## config.mk

```make
export PLATFORM = sky130hd
export DESIGN_NAME = char_display_dirty_run_refresh_core_flat
export DESIGN_NICKNAME = d
export VERILOG_FILES = /design/src/sv/cddr_pkg.sv /design/src/sv/cddr_if.sv /design/src/sv/cddr_ram.sv /design/src/sv/cddr_screen.sv /design/src/sv/cddr_out_stage.sv /design/src/sv/char_display_dirty_run_refresh_core.sv /design/src/flat_wrapper.sv
export SDC_FILE = /design/constraint.sdc
export NUM_CORES = 2
export LEC_CHECK = 0
export BUFFER_PORTS_ARGS = -buffer_cell sky130_fd_sc_hd__buf_2
export CORE_MARGIN = 4
export CORE_UTILIZATION = 40
export CTS_CLUSTER_SIZE = 25
export DETAILED_ROUTE_END_ITERATION = 10
export PLACE_DENSITY = 0.55
export SYNTH_ARGS = -nofsm -noshare
export SYNTH_HDL_FRONTEND = slang
export SYNTH_SLANG_ARGS = --single-unit
```

## constraint.sdc

```tcl
create_clock -name clk_i -period 7.3 [get_ports clk_i]
set_input_delay 1.095 -clock clk_i [delete_from_list [all_inputs] [get_ports clk_i]]
set_output_delay 1.095 -clock clk_i [all_outputs]
set_load 0.01 [all_outputs]
```

## src/sv/cddr_pkg.sv

```systemverilog
`timescale 1ns / 1ps
// cddr_pkg: shared types, constants and the label template for the dirty-run
// refresh core. No dependencies.

package cddr_pkg;

  // Fixed field widths of the words on both channels
  localparam int unsigned IDX_W     = 7;
  localparam int unsigned CHAR_W    = 8;
  localparam int unsigned CNT_W     = 4;
  localparam int unsigned MAX_CHARS = 8;

  localparam logic [CHAR_W-1:0] SPACE_CHAR   = 8'h20;
  localparam int unsigned       TEMPLATE_LEN = 80;

  // Command codes of the input word
  localparam logic CMD_WRITE = 1'b0;
  localparam logic CMD_POLL  = 1'b1;

  // Power-up screen: four lines of twenty characters, first cell in the MSBs
  localparam logic [8*TEMPLATE_LEN-1:0] LABEL_TEMPLATE = {
    "K%:       Kom t:    ",
    "W%:       Zew t:    ",
    "                    ",
    "  :  :        .  .  "
  };

  // One chunk of a run, as loaded into the output register
  typedef struct packed {
    logic [IDX_W-1:0]                    first_cell;
    logic [CNT_W-1:0]                    count;
    logic [MAX_CHARS-1:0][CHAR_W-1:0]    chars;
    logic                                last;
  } chunk_t;

  // Reset content of one wanted cell; cells past the template are blank
  function automatic logic [CHAR_W-1:0] label_char(input logic [IDX_W-1:0] idx);
    int unsigned pos;
    pos = int'(idx);
    if (pos < TEMPLATE_LEN) begin
      return LABEL_TEMPLATE[8*(TEMPLATE_LEN-1-pos) +: 8];
    end
    return SPACE_CHAR;
  endfunction

endpackage

```

## src/sv/cddr_if.sv

```systemverilog
`timescale 1ns / 1ps
// cddr_in_if / cddr_out_if: valid/ready channels of the refresh core.
// Depends on cddr_pkg.

interface cddr_in_if import cddr_pkg::*; ();
  logic              valid;
  logic              ready;
  logic              cmd;
  logic [IDX_W-1:0]  cell_index;
  logic [CHAR_W-1:0] char_code;
  logic              sink_ready;

  modport source (output valid, cmd, cell_index, char_code, sink_ready, input ready);
  modport sink   (input valid, cmd, cell_index, char_code, sink_ready, output ready);
endinterface

interface cddr_out_if import cddr_pkg::*; ();
  logic              valid;
  logic              ready;
  logic [IDX_W-1:0]  first_cell;
  logic [CNT_W-1:0]  chunk_count;
  logic [CHAR_W-1:0] char_0;
  logic [CHAR_W-1:0] char_1;
  logic [CHAR_W-1:0] char_2;
  logic [CHAR_W-1:0] char_3;
  logic [CHAR_W-1:0] char_4;
  logic [CHAR_W-1:0] char_5;
  logic [CHAR_W-1:0] char_6;
  logic [CHAR_W-1:0] char_7;
  logic              last_of_run;

  modport source (output valid, first_cell, chunk_count, char_0, char_1, char_2, char_3,
                  char_4, char_5, char_6, char_7, last_of_run, input ready);
  modport sink   (input valid, first_cell, chunk_count, char_0, char_1, char_2, char_3,
                  char_4, char_5, char_6, char_7, last_of_run, output ready);
endinterface

```

## src/sv/cddr_ram.sv

```systemverilog
`timescale 1ns / 1ps
// cddr_ram: one write port, one read port, registered read data.
// Holds the pending run. Depends on nothing.

module cddr_ram #(
  parameter int unsigned DEPTH = 80,
  parameter int unsigned WIDTH = 8
) (
  input  logic                     clk_i,
  input  logic                     we_i,
  input  logic [$clog2(DEPTH)-1:0] waddr_i,
  input  logic [WIDTH-1:0]         wdata_i,
  input  logic [$clog2(DEPTH)-1:0] raddr_i,
  output logic [WIDTH-1:0]         rdata_o
);

  logic [WIDTH-1:0] mem [DEPTH];
  logic [WIDTH-1:0] rdata_q;

  // write port
  always_ff @(posedge clk_i) begin
    if (we_i) begin
      mem[waddr_i] <= wdata_i;
    end
  end

  // read port, registered
  always_ff @(posedge clk_i) begin
    rdata_q <= mem[raddr_i];
  end

  assign rdata_o = rdata_q;

endmodule

```

## src/sv/cddr_screen.sv

```systemverilog
`timescale 1ns / 1ps
// cddr_screen: wanted and shown screen memories, read together at one address.
// Valid bits stand in for the reset content. Depends on cddr_pkg.

module cddr_screen import cddr_pkg::*; #(
  parameter int unsigned CELLS = 80
) (
  input  logic                     clk_i,
  input  logic                     rst_ni,
  input  logic [$clog2(CELLS)-1:0] rd_addr_i,
  input  logic                     w_we_i,
  input  logic [$clog2(CELLS)-1:0] w_addr_i,
  input  logic [CHAR_W-1:0]        w_data_i,
  input  logic                     s_we_i,
  input  logic [$clog2(CELLS)-1:0] s_addr_i,
  input  logic [CHAR_W-1:0]        s_data_i,
  output logic [CHAR_W-1:0]        w_rd_o,
  output logic [CHAR_W-1:0]        s_rd_o
);

  localparam int unsigned AW = $clog2(CELLS);

  logic [CHAR_W-1:0] wanted_mem [CELLS];
  logic [CHAR_W-1:0] shown_mem  [CELLS];
  logic [CELLS-1:0]  w_vld_q;
  logic [CELLS-1:0]  s_vld_q;

  logic [CHAR_W-1:0] w_mem_q;
  logic [CHAR_W-1:0] s_mem_q;
  logic              w_hit_q;
  logic              s_hit_q;
  logic [AW-1:0]     rd_addr_q;

  // memory arrays: writes and registered reads
  always_ff @(posedge clk_i) begin
    if (w_we_i) begin
      wanted_mem[w_addr_i] <= w_data_i;
    end
    if (s_we_i) begin
      shown_mem[s_addr_i] <= s_data_i;
    end
    w_mem_q   <= wanted_mem[rd_addr_i];
    s_mem_q   <= shown_mem[rd_addr_i];
    rd_addr_q <= rd_addr_i;
  end

  // valid bits: an entry never written reads as its reset content
  always_ff @(posedge clk_i or negedge rst_ni) begin
    if (!rst_ni) begin
      w_vld_q <= '0;
      s_vld_q <= '0;
      w_hit_q <= 1'b0;
      s_hit_q <= 1'b0;
    end else begin
      if (w_we_i) begin
        w_vld_q[w_addr_i] <= 1'b1;
      end
      if (s_we_i) begin
        s_vld_q[s_addr_i] <= 1'b1;
      end
      w_hit_q <= w_vld_q[rd_addr_i];
      s_hit_q <= s_vld_q[rd_addr_i];
    end
  end

  assign w_rd_o = w_hit_q ? w_mem_q : label_char(IDX_W'(rd_addr_q));
  assign s_rd_o = s_hit_q ? s_mem_q : SPACE_CHAR;

endmodule

```

## src/sv/cddr_out_stage.sv

```systemverilog
`timescale 1ns / 1ps
// cddr_out_stage: output register for one chunk word, frees the core to go on.
// Depends on cddr_pkg and cddr_out_if.

module cddr_out_stage import cddr_pkg::*; (
  input  logic           clk_i,
  input  logic           rst_ni,
  input  logic           load_i,
  input  chunk_t         chunk_i,
  output logic           free_o,
  cddr_out_if.source     out_o
);

  logic   valid_q;
  chunk_t chunk_q;

  assign free_o = !valid_q || out_o.ready;

  // valid flag
  always_ff @(posedge clk_i or negedge rst_ni) begin
    if (!rst_ni) begin
      valid_q <= 1'b0;
    end else if (load_i) begin
      valid_q <= 1'b1;
    end else if (out_o.ready) begin
      valid_q <= 1'b0;
    end
  end

  // payload, held until taken
  always_ff @(posedge clk_i) begin
    if (load_i) begin
      chunk_q <= chunk_i;
    end
  end

  assign out_o.valid       = valid_q;
  assign out_o.first_cell  = chunk_q.first_cell;
  assign out_o.chunk_count = chunk_q.count;
  assign out_o.char_0      = chunk_q.chars[0];
  assign out_o.char_1      = chunk_q.chars[1];
  assign out_o.char_2      = chunk_q.chars[2];
  assign out_o.char_3      = chunk_q.chars[3];
  assign out_o.char_4      = chunk_q.chars[4];
  assign out_o.char_5      = chunk_q.chars[5];
  assign out_o.char_6      = chunk_q.chars[6];
  assign out_o.char_7      = chunk_q.chars[7];
  assign out_o.last_of_run = chunk_q.last;

endmodule

```

## src/sv/char_display_dirty_run_refresh_core.sv

```systemverilog
`timescale 1ns / 1ps
// char_display_dirty_run_refresh_core: top level, scan/emit sequencer.
// Depends on cddr_pkg, cddr_if, cddr_ram, cddr_screen, cddr_out_stage.
//
//  channel | dir | word                                           | accepted when
//  in_i    | in  | cmd, cell_index, char_code, sink_ready         | valid & ready
//  out_o   | out | first_cell, chunk_count, char_0..7, last_of_run | valid & ready
//
// A poll takes the word, then compares cells one by one from the scan pointer up to
// and including the cell after the run (the end of the screen counts as one such
// cell); a poll that finds no difference ends the same way with no chunk. With
// sink_ready low the run is kept and offered again by a later poll. Each chunk
// then goes through pending reads, shown write-back and hand-off, plus any wait
// for the output register; the memories give one read per cycle.
// Reset is immediate: valid bits give the label template and blank shown screen.
// in_i is taken only while the sequencer is idle: a chunk waiting for a busy output register
// holds the sequencer and so the input; the last chunk left in it does not.

module char_display_dirty_run_refresh_core import cddr_pkg::*; #(
  parameter int unsigned CELLS            = 80,
  parameter int unsigned CHARS_PER_RESULT = 8
) (
  input  logic       clk_i,
  input  logic       rst_ni,
  cddr_in_if.sink    in_i,
  cddr_out_if.source out_o
);

  localparam int unsigned AW = $clog2(CELLS);
  localparam int unsigned PW = $clog2(CELLS + 1);
  localparam int unsigned KW = $clog2(CHARS_PER_RESULT + 1);

  typedef enum logic [1:0] {
    PH_IDLE = 2'd0,
    PH_SCAN = 2'd1,
    PH_SEND = 2'd2
  } phase_e;

  typedef enum logic [2:0] {
    ST_IDLE,
    ST_SKIP,
    ST_RUN,
    ST_LOAD,
    ST_PUSH
  } state_e;

  state_e  st_q, st_d;
  phase_e  phase_q, phase_d;
  logic    rdy_q, rdy_d;
  logic [PW-1:0] scan_ptr_q, scan_ptr_d;
  logic [PW-1:0] iss_q, iss_d;
  logic [AW-1:0] cmp_q, cmp_d;
  logic          dv_q, dv_d;
  logic [AW-1:0] run_start_q, run_start_d;
  logic [PW-1:0] run_len_q, run_len_d;
  logic [PW-1:0] done_q, done_d;
  logic [KW-1:0] ki_q, ki_d;
  logic [KW-1:0] kd_q, kd_d;
  logic          pdv_q, pdv_d;
  logic [MAX_CHARS-1:0][CHAR_W-1:0] chars_q, chars_d;

  logic [AW-1:0]     scr_raddr;
  logic              w_we, s_we, p_we;
  logic [AW-1:0]     p_waddr, p_raddr, s_waddr;
  logic [CHAR_W-1:0] w_rd, s_rd, p_rd;
  logic              out_load, out_free;
  chunk_t            chunk;
  logic [PW-1:0]     start_ptr, rem, done_nxt;
  logic [KW-1:0]     n_w;
  logic              diff;

  // memories
  cddr_screen #(.CELLS(CELLS)) u_screen (
    .clk_i     (clk_i),
    .rst_ni    (rst_ni),
    .rd_addr_i (scr_raddr),
    .w_we_i    (w_we),
    .w_addr_i  (AW'(in_i.cell_index)),
    .w_data_i  (in_i.char_code),
    .s_we_i    (s_we),
    .s_addr_i  (s_waddr),
    .s_data_i  (p_rd),
    .w_rd_o    (w_rd),
    .s_rd_o    (s_rd)
  );

  cddr_ram #(.DEPTH(CELLS), .WIDTH(CHAR_W)) u_pend (
    .clk_i   (clk_i),
    .we_i    (p_we),
    .waddr_i (p_waddr),
    .wdata_i (w_rd),
    .raddr_i (p_raddr),
    .rdata_o (p_rd)
  );

  cddr_out_stage u_out (
    .clk_i   (clk_i),
    .rst_ni  (rst_ni),
    .load_i  (out_load),
    .chunk_i (chunk),
    .free_o  (out_free),
    .out_o   (out_o)
  );

  assign in_i.ready = (st_q == ST_IDLE);

  // chunk size and addresses inside the current run
  assign rem      = run_len_q - done_q;
  assign n_w      = (32'(rem) > CHARS_PER_RESULT) ? KW'(CHARS_PER_RESULT) : KW'(rem);
  assign done_nxt = done_q + PW'(n_w);
  assign diff     = (w_rd != s_rd);
  assign p_raddr  = AW'(done_q + PW'(ki_q));
  assign s_waddr  = AW'(PW'(run_start_q) + done_q + PW'(kd_q));
  assign start_ptr = (phase_q == PH_SCAN) ? scan_ptr_q : '0;

  assign chunk.first_cell = IDX_W'(PW'(run_start_q) + done_q);
  assign chunk.count      = CNT_W'(n_w);
  assign chunk.chars      = chars_q;
  assign chunk.last       = (done_nxt >= run_len_q);

  // sequencer
  always_comb begin
    st_d        = st_q;
    phase_d     = phase_q;
    rdy_d       = rdy_q;
    scan_ptr_d  = scan_ptr_q;
    iss_d       = iss_q;
    cmp_d       = cmp_q;
    dv_d        = dv_q;
    run_start_d = run_start_q;
    run_len_d   = run_len_q;
    done_d      = done_q;
    ki_d        = ki_q;
    kd_d        = kd_q;
    pdv_d       = pdv_q;
    chars_d     = chars_q;
    scr_raddr   = AW'(iss_q);
    w_we        = 1'b0;
    s_we        = 1'b0;
    p_we        = 1'b0;
    p_waddr     = AW'(run_len_q);
    out_load    = 1'b0;

    // screen read issue, one cell a cycle while scanning
    if (st_q == ST_SKIP || st_q == ST_RUN) begin
      if (32'(iss_q) < CELLS) begin
        iss_d = iss_q + 1'b1;
        cmp_d = AW'(iss_q);
        dv_d  = 1'b1;
      end else begin
        dv_d  = 1'b0;
      end
    end

    unique case (st_q)
      ST_IDLE: begin
        if (in_i.valid) begin
          if (in_i.cmd == CMD_WRITE) begin
            w_we = (32'(in_i.cell_index) < CELLS);
          end else begin
            rdy_d = in_i.sink_ready;
            if (phase_q == PH_SEND) begin
              // run already captured: offer it again
              if (in_i.sink_ready) begin
                done_d  = '0;
                ki_d    = '0;
                pdv_d   = 1'b0;
                chars_d = '0;
                st_d    = ST_LOAD;
              end
            end else begin
              phase_d   = PH_SCAN;
              scr_raddr = AW'(start_ptr);
              if (32'(start_ptr) < CELLS) begin
                iss_d = start_ptr + 1'b1;
                cmp_d = AW'(start_ptr);
                dv_d  = 1'b1;
              end else begin
                dv_d  = 1'b0;
              end
              st_d = ST_SKIP;
            end
          end
        end
      end

      ST_SKIP: begin
        if (dv_q && diff) begin
          run_start_d = cmp_q;
          p_we        = 1'b1;
          p_waddr     = '0;
          run_len_d   = PW'(1);
          st_d        = ST_RUN;
        end else if (!dv_q) begin
          // nothing left to refresh
          phase_d = PH_IDLE;
          st_d    = ST_IDLE;
        end
      end

      ST_RUN: begin
        if (dv_q && diff) begin
          p_we      = 1'b1;
          run_len_d = run_len_q + 1'b1;
        end else begin
          scan_ptr_d = dv_q ? PW'(cmp_q) : PW'(CELLS);
          phase_d    = PH_SEND;
          if (rdy_q) begin
            done_d  = '0;
            ki_d    = '0;
            pdv_d   = 1'b0;
            chars_d = '0;
            st_d    = ST_LOAD;
          end else begin
            st_d = ST_IDLE;
          end
        end
      end

      ST_LOAD: begin
        // read pending entries, shown store takes each as it arrives
        if (ki_q < n_w) begin
          ki_d  = ki_q + 1'b1;
          kd_d  = ki_q;
          pdv_d = 1'b1;
        end else begin
          pdv_d = 1'b0;
        end
        if (pdv_q) begin
          s_we = 1'b1;
          for (int j = 0; j < CHARS_PER_RESULT; j++) begin
            if (kd_q == KW'(j)) begin
              chars_d[j] = p_rd;
            end
          end
        end else if (ki_q == n_w) begin
          st_d = ST_PUSH;
        end
      end

      ST_PUSH: begin
        if (out_free) begin
          out_load = 1'b1;
          done_d   = done_nxt;
          if (done_nxt >= run_len_q) begin
            phase_d = PH_SCAN;
            st_d    = ST_IDLE;
          end else begin
            ki_d    = '0;
            pdv_d   = 1'b0;
            chars_d = '0;
            st_d    = ST_LOAD;
          end
        end
      end

      default: begin
        st_d = ST_IDLE;
      end
    endcase
  end

  // state and run registers
  always_ff @(posedge clk_i or negedge rst_ni) begin
    if (!rst_ni) begin
      st_q        <= ST_IDLE;
      phase_q     <= PH_IDLE;
      rdy_q       <= 1'b0;
      scan_ptr_q  <= '0;
      iss_q       <= '0;
      cmp_q       <= '0;
      dv_q        <= 1'b0;
      run_start_q <= '0;
      run_len_q   <= '0;
      done_q      <= '0;
      ki_q        <= '0;
      kd_q        <= '0;
      pdv_q       <= 1'b0;
    end else begin
      st_q        <= st_d;
      phase_q     <= phase_d;
      rdy_q       <= rdy_d;
      scan_ptr_q  <= scan_ptr_d;
      iss_q       <= iss_d;
      cmp_q       <= cmp_d;
      dv_q        <= dv_d;
      run_start_q <= run_start_d;
      run_len_q   <= run_len_d;
      done_q      <= done_d;
      ki_q        <= ki_d;
      kd_q        <= kd_d;
      pdv_q       <= pdv_d;
    end
  end

  // chunk assembly buffer
  always_ff @(posedge clk_i) begin
    chars_q <= chars_d;
  end

endmodule

```

## src/flat_wrapper.sv

```systemverilog
// flat-port wrapper written by rule: the top's interface ports become plain ports
module char_display_dirty_run_refresh_core_flat import cddr_pkg::*;
#(
  parameter int unsigned CELLS            = 80,
  parameter int unsigned CHARS_PER_RESULT = 8
)
  (clk_i, rst_ni, in_i_valid, in_i_cmd, in_i_cell_index, in_i_char_code, in_i_sink_ready, in_i_ready, out_o_valid, out_o_first_cell, out_o_chunk_count, out_o_char_0, out_o_char_1, out_o_char_2, out_o_char_3, out_o_char_4, out_o_char_5, out_o_char_6, out_o_char_7, out_o_last_of_run, out_o_ready);
  cddr_in_if in_i_i ();
  cddr_out_if out_o_i ();
  input  logic clk_i;
  input  logic rst_ni;
  input wire logic [$bits(in_i_i.valid)-1:0] in_i_valid;
  input wire logic [$bits(in_i_i.cmd)-1:0] in_i_cmd;
  input wire logic [$bits(in_i_i.cell_index)-1:0] in_i_cell_index;
  input wire logic [$bits(in_i_i.char_code)-1:0] in_i_char_code;
  input wire logic [$bits(in_i_i.sink_ready)-1:0] in_i_sink_ready;
  output wire logic [$bits(in_i_i.ready)-1:0] in_i_ready;
  output wire logic [$bits(out_o_i.valid)-1:0] out_o_valid;
  output wire logic [$bits(out_o_i.first_cell)-1:0] out_o_first_cell;
  output wire logic [$bits(out_o_i.chunk_count)-1:0] out_o_chunk_count;
  output wire logic [$bits(out_o_i.char_0)-1:0] out_o_char_0;
  output wire logic [$bits(out_o_i.char_1)-1:0] out_o_char_1;
  output wire logic [$bits(out_o_i.char_2)-1:0] out_o_char_2;
  output wire logic [$bits(out_o_i.char_3)-1:0] out_o_char_3;
  output wire logic [$bits(out_o_i.char_4)-1:0] out_o_char_4;
  output wire logic [$bits(out_o_i.char_5)-1:0] out_o_char_5;
  output wire logic [$bits(out_o_i.char_6)-1:0] out_o_char_6;
  output wire logic [$bits(out_o_i.char_7)-1:0] out_o_char_7;
  output wire logic [$bits(out_o_i.last_of_run)-1:0] out_o_last_of_run;
  input wire logic [$bits(out_o_i.ready)-1:0] out_o_ready;
  assign in_i_i.valid = in_i_valid;
  assign in_i_i.cmd = in_i_cmd;
  assign in_i_i.cell_index = in_i_cell_index;
  assign in_i_i.char_code = in_i_char_code;
  assign in_i_i.sink_ready = in_i_sink_ready;
  assign in_i_ready = in_i_i.ready;
  assign out_o_valid = out_o_i.valid;
  assign out_o_first_cell = out_o_i.first_cell;
  assign out_o_chunk_count = out_o_i.chunk_count;
  assign out_o_char_0 = out_o_i.char_0;
  assign out_o_char_1 = out_o_i.char_1;
  assign out_o_char_2 = out_o_i.char_2;
  assign out_o_char_3 = out_o_i.char_3;
  assign out_o_char_4 = out_o_i.char_4;
  assign out_o_char_5 = out_o_i.char_5;
  assign out_o_char_6 = out_o_i.char_6;
  assign out_o_char_7 = out_o_i.char_7;
  assign out_o_last_of_run = out_o_i.last_of_run;
  assign out_o_i.ready = out_o_ready;
  char_display_dirty_run_refresh_core #(.CELLS(CELLS), .CHARS_PER_RESULT(CHARS_PER_RESULT)) u_core (.clk_i(clk_i), .rst_ni(rst_ni), .in_i(in_i_i), .out_o(out_o_i));
endmodule
```

==> results.sh <==
export IMPL_outcome="finished clean"
export IMPL_async_reset_ff_share_pct=9.56
export IMPL_fin_setup_tns_ns=0
export IMPL_p_per_area_mw_per_mm2=437
export IMPL_hold_class="in -> async"
export IMPL_yosysWarnings=0
export IMPL_finalCriticalPeriod_ns=6.73
export IMPL_die_y_um=489
export IMPL_finalSetupViolations=0
export IMPL_ys_ff_latch=2312
export IMPL_synth_area_top_cells="edfxtp_1, mux4_2, dfrtp_1, nand2_1, nand3_1"
export IMPL_drtIter0Drc=5400
export IMPL_hold_violations=0
export IMPL_port_buffers=98
export IMPL_mostFrequentLayoutCells="edfxtp_1, nand2_1, nand3_1"
export IMPL_die_area_mm2=0.239
export IMPL_vias=52700
export IMPL_synth_edf_count=2060
export IMPL_synth_net_count=5993
export IMPL_synth_largest_area_cell="edfxtp_1"
export IMPL_grt_ovfl_total=0
export IMPL_p_total_mw=45.7
export IMPL_ir_drop_mv=0.485
export IMPL_synth_main_ff_cell="edfxtp_1"
export IMPL_fmax_mhz=149
export IMPL_max_stage_delay_ns=0.80
export IMPL_path_class="reg -> reg"
export IMPL_crit_arrival_ns=7.21
export IMPL_worst_pin_slew_ns=1.30
export IMPL_drt_wirelength_per_cell_um=26.4
export IMPL_cts_buffers=233
export IMPL_core_area_mm2=0.230
export IMPL_instances_no_fill=9337
export IMPL_clockBufferDepth=3
export IMPL_crit_required_ns=7.79
export IMPL_antenna_left=0
export IMPL_mappedNetlistArea_mm2=0.0924
export IMPL_viasPerCell=5.65
export IMPL_utilization_pct=45.5
export IMPL_cpMostUsedCell="a21oi_1"
export IMPL_place_congestion=0.827
export IMPL_start_util_pct=40.2
export IMPL_ioPinCount=99
export IMPL_syn2layout_area_growth_pct=13.3
export IMPL_rows=176
export IMPL_start_kind="flip-flop"
export IMPL_slew_headroom_pct=13.0
export IMPL_dp_cells=8887
export IMPL_rsz0062_at_grt="true"
export IMPL_antenna_found_initial=8
export IMPL_synth_top_cell_area_share_pct=67.0
export IMPL_dieWidth_um=489
export IMPL_cts_tree="yes"
export IMPL_slowest_stage="a21oi_1"
export IMPL_grt_pass1_vias=51900
export IMPL_num_nets_final=6163
export IMPL_leakage_nw=35.6
export IMPL_clkSinkCount=2312
export IMPL_final_common_cell="edfxtp_1"
export IMPL_grt_pass1_wl_um=363000
export IMPL_fin_crit_sh_pct=92.2
export IMPL_cts_root_buf="clkbuf_16"
export IMPL_dpl_worst_slack_ns=0.639
export IMPL_fin_ws_ns=0.572
export IMPL_ys_seq_area_share_pct=73.6
export IMPL_wl_um=246000
export IMPL_crit_fanout=8
export IMPL_cts_clk_slew_worst_paths_ns=0.06
export IMPL_layout_drive_gt1_share_pct=18.0
export IMPL_syn_instance_count=5927
export IMPL_finClkSkew_ns=0.0526
export IMPL_grt_use_total_pct=20.4
export IMPL_postCtsHoldBufs=0
export IMPL_slew_violations=0
export IMPL_cap_viol_max_count=0
export IMPL_drcViolationCount=0
export IMPL_clock_latency_ns=0.89
export IMPL_fillCellCount=20100
export IMPL_grt_max_degree=133
export IMPL_dp_hpwl_um=148000
export IMPL_postSynthAreaPerCell_um2=15.6
export IMPL_dr_pass1_iters=6
export IMPL_ys_types=97
export IMPL_htree_num_levels=4
export IMPL_critPathCaptureType="flip-flop"
## state kept, by name, summed over array words and instances, names as in the netlist, 8 cells and up
signal and cells:
u_core.u_pend.rdata_o 8, u_core.u_out.out_o.char_6 8, u_core.u_screen.w_vld_q 80, u_core.u_out.out_o.char_3 8
u_core.u_out.out_o.char_2 8, u_core.u_screen.shown_mem 640, u_core.chars_q 64, u_core.u_out.out_o.char_7 8
u_core.u_out.out_o.char_0 8, u_core.u_out.out_o.char_4 8, u_core.u_screen.s_mem_q 8, u_core.u_screen.s_vld_q 80
u_core.u_screen.w_mem_q 8, u_core.u_screen.wanted_mem 640, u_core.u_pend.mem 640, u_core.u_out.out_o.char_1 8
u_core.u_out.out_o.char_5 8
## final timing paths
| kind | cells after the start | slack (ns) | from | endpoint |
|---|---|---|---|---|
| worst min register to register | 0 | 0.40 | u_core.chars_q[20] | u_core.u_out.out_o.char_2[4] |
| worst max-delay path | 28 | 0.57 | u_core.run_len_q[0] | u_core.chars_q[56] |
| max in group asynchronous | 2 | 5.78 | rst_ni | u_core.ki_q[2] |
| worst max register to register | 28 | 0.57 | u_core.run_len_q[0] | u_core.chars_q[56] |
| worst min-delay path | 1 | 0.23 | rst_ni | u_core.u_screen.w_vld_q[74] |
| min in group clk_i | 0 | 0.40 | u_core.chars_q[20] | u_core.u_out.out_o.char_2[4] |
## Yosys cell counts, types with 21 or more instances
cell and number:
a311oi_1 49, nand3_1 327, a2111oi_0 21, buf_1 37
a211oi_1 36, a31oi_1 30, o21ai_0 68, ha_1 40
o2111ai_1 21, buf_4 21, nand2_1 1033, nand4_1 77
dfrtp_1 221, mux4_2 253, inv_1 41, dfxtp_1 31
nor2_1 236, buf_2 112, mux2i_1 150, xnor2_1 31
or2_2 163, clkbuf_1 152, edfxtp_1 2060, nor3_1 103
a21oi_1 95, and3_1 79, a32oi_1 114
## where the power goes
part           leakage, nW  internal [mW]  switching [mW]  total, mW
clock                 3.80           6.89            5.21       12.1
combinational         9.93           5.25            10.5       15.8
sequential            21.9           16.9           0.961       17.8
## cell type report
| class | instances | area, µm² | area share [%] |
|---|---|---|---|
| clock inverters | 156 | 1650 | 1.58 |
| well taps | 3026 | 3790 | 3.62 |
| diodes | 5 | 12.5 | 0.0120 |
| flip-flops and latches | 2312 | 68000 | 65.0 |
| multi-input cells | 3229 | 22700 | 21.7 |
| repair buffers | 274 | 1980 | 1.89 |
| clock buffers | 288 | 6200 | 5.93 |
| inverters | 47 | 196 | 0.188 |
## kinds of logic (layout without fill, tap and decap cells)
kind of cell,after synthesis,in the layout,synth area share (%)
DFF,2312,2312,73.6
other,0,5,0
xor gates and xnor gates,50,50,0.474
muxes,422,422,8.03
buffers and inverters,386,765,1.95
AOI/OAI and AO/OA,579,579,4.67
adders and majority gates,45,45,0.650
and+or+nand+nor,2133,2133,10.6
## layer usage
layer | track usage [%] | vias up | wire, µm | share of wire, %
li1 | - | 23100 | - | -
met1 | 29.7 | 27400 | 107000 | 44
met2 | 32.5 | 1814 | 117000 | 47
met3 | 3.23 | 337 | 16400 | 6.7
met4 | 4.88 | 0 | 5340 | 2.2
met5 | 0 | - | 0 | 0
## per-stage QoR
step	cell area (µm²)	hold slack, ns
3_3_place_gp	96700	0.402
2_1_floorplan	92400	0.400
6_report	105000	0.234
3_5_place_dp	96700	0.405
5_1_grt	105000	0.251
4_1_cts	105000	0.233
## repair_timing
item                       4_1_cts  5_1_grt
resized for setup                0        0
buffers inserted                 0        0
setup endpoints to repair        0       16
## worst max-delay path, delay by kind of cell, from the launching register on
family / cells / cell delay (ns)
flops: 1 / 0.50
simple gates: 5 / 0.73
compound gates: 11 / 2.75
fa+ha+maj: 5 / 1.45
xor+xnor: 2 / 0.27
buf+inv: 5 / 0.59
Power figures use the tool's default switching activity.
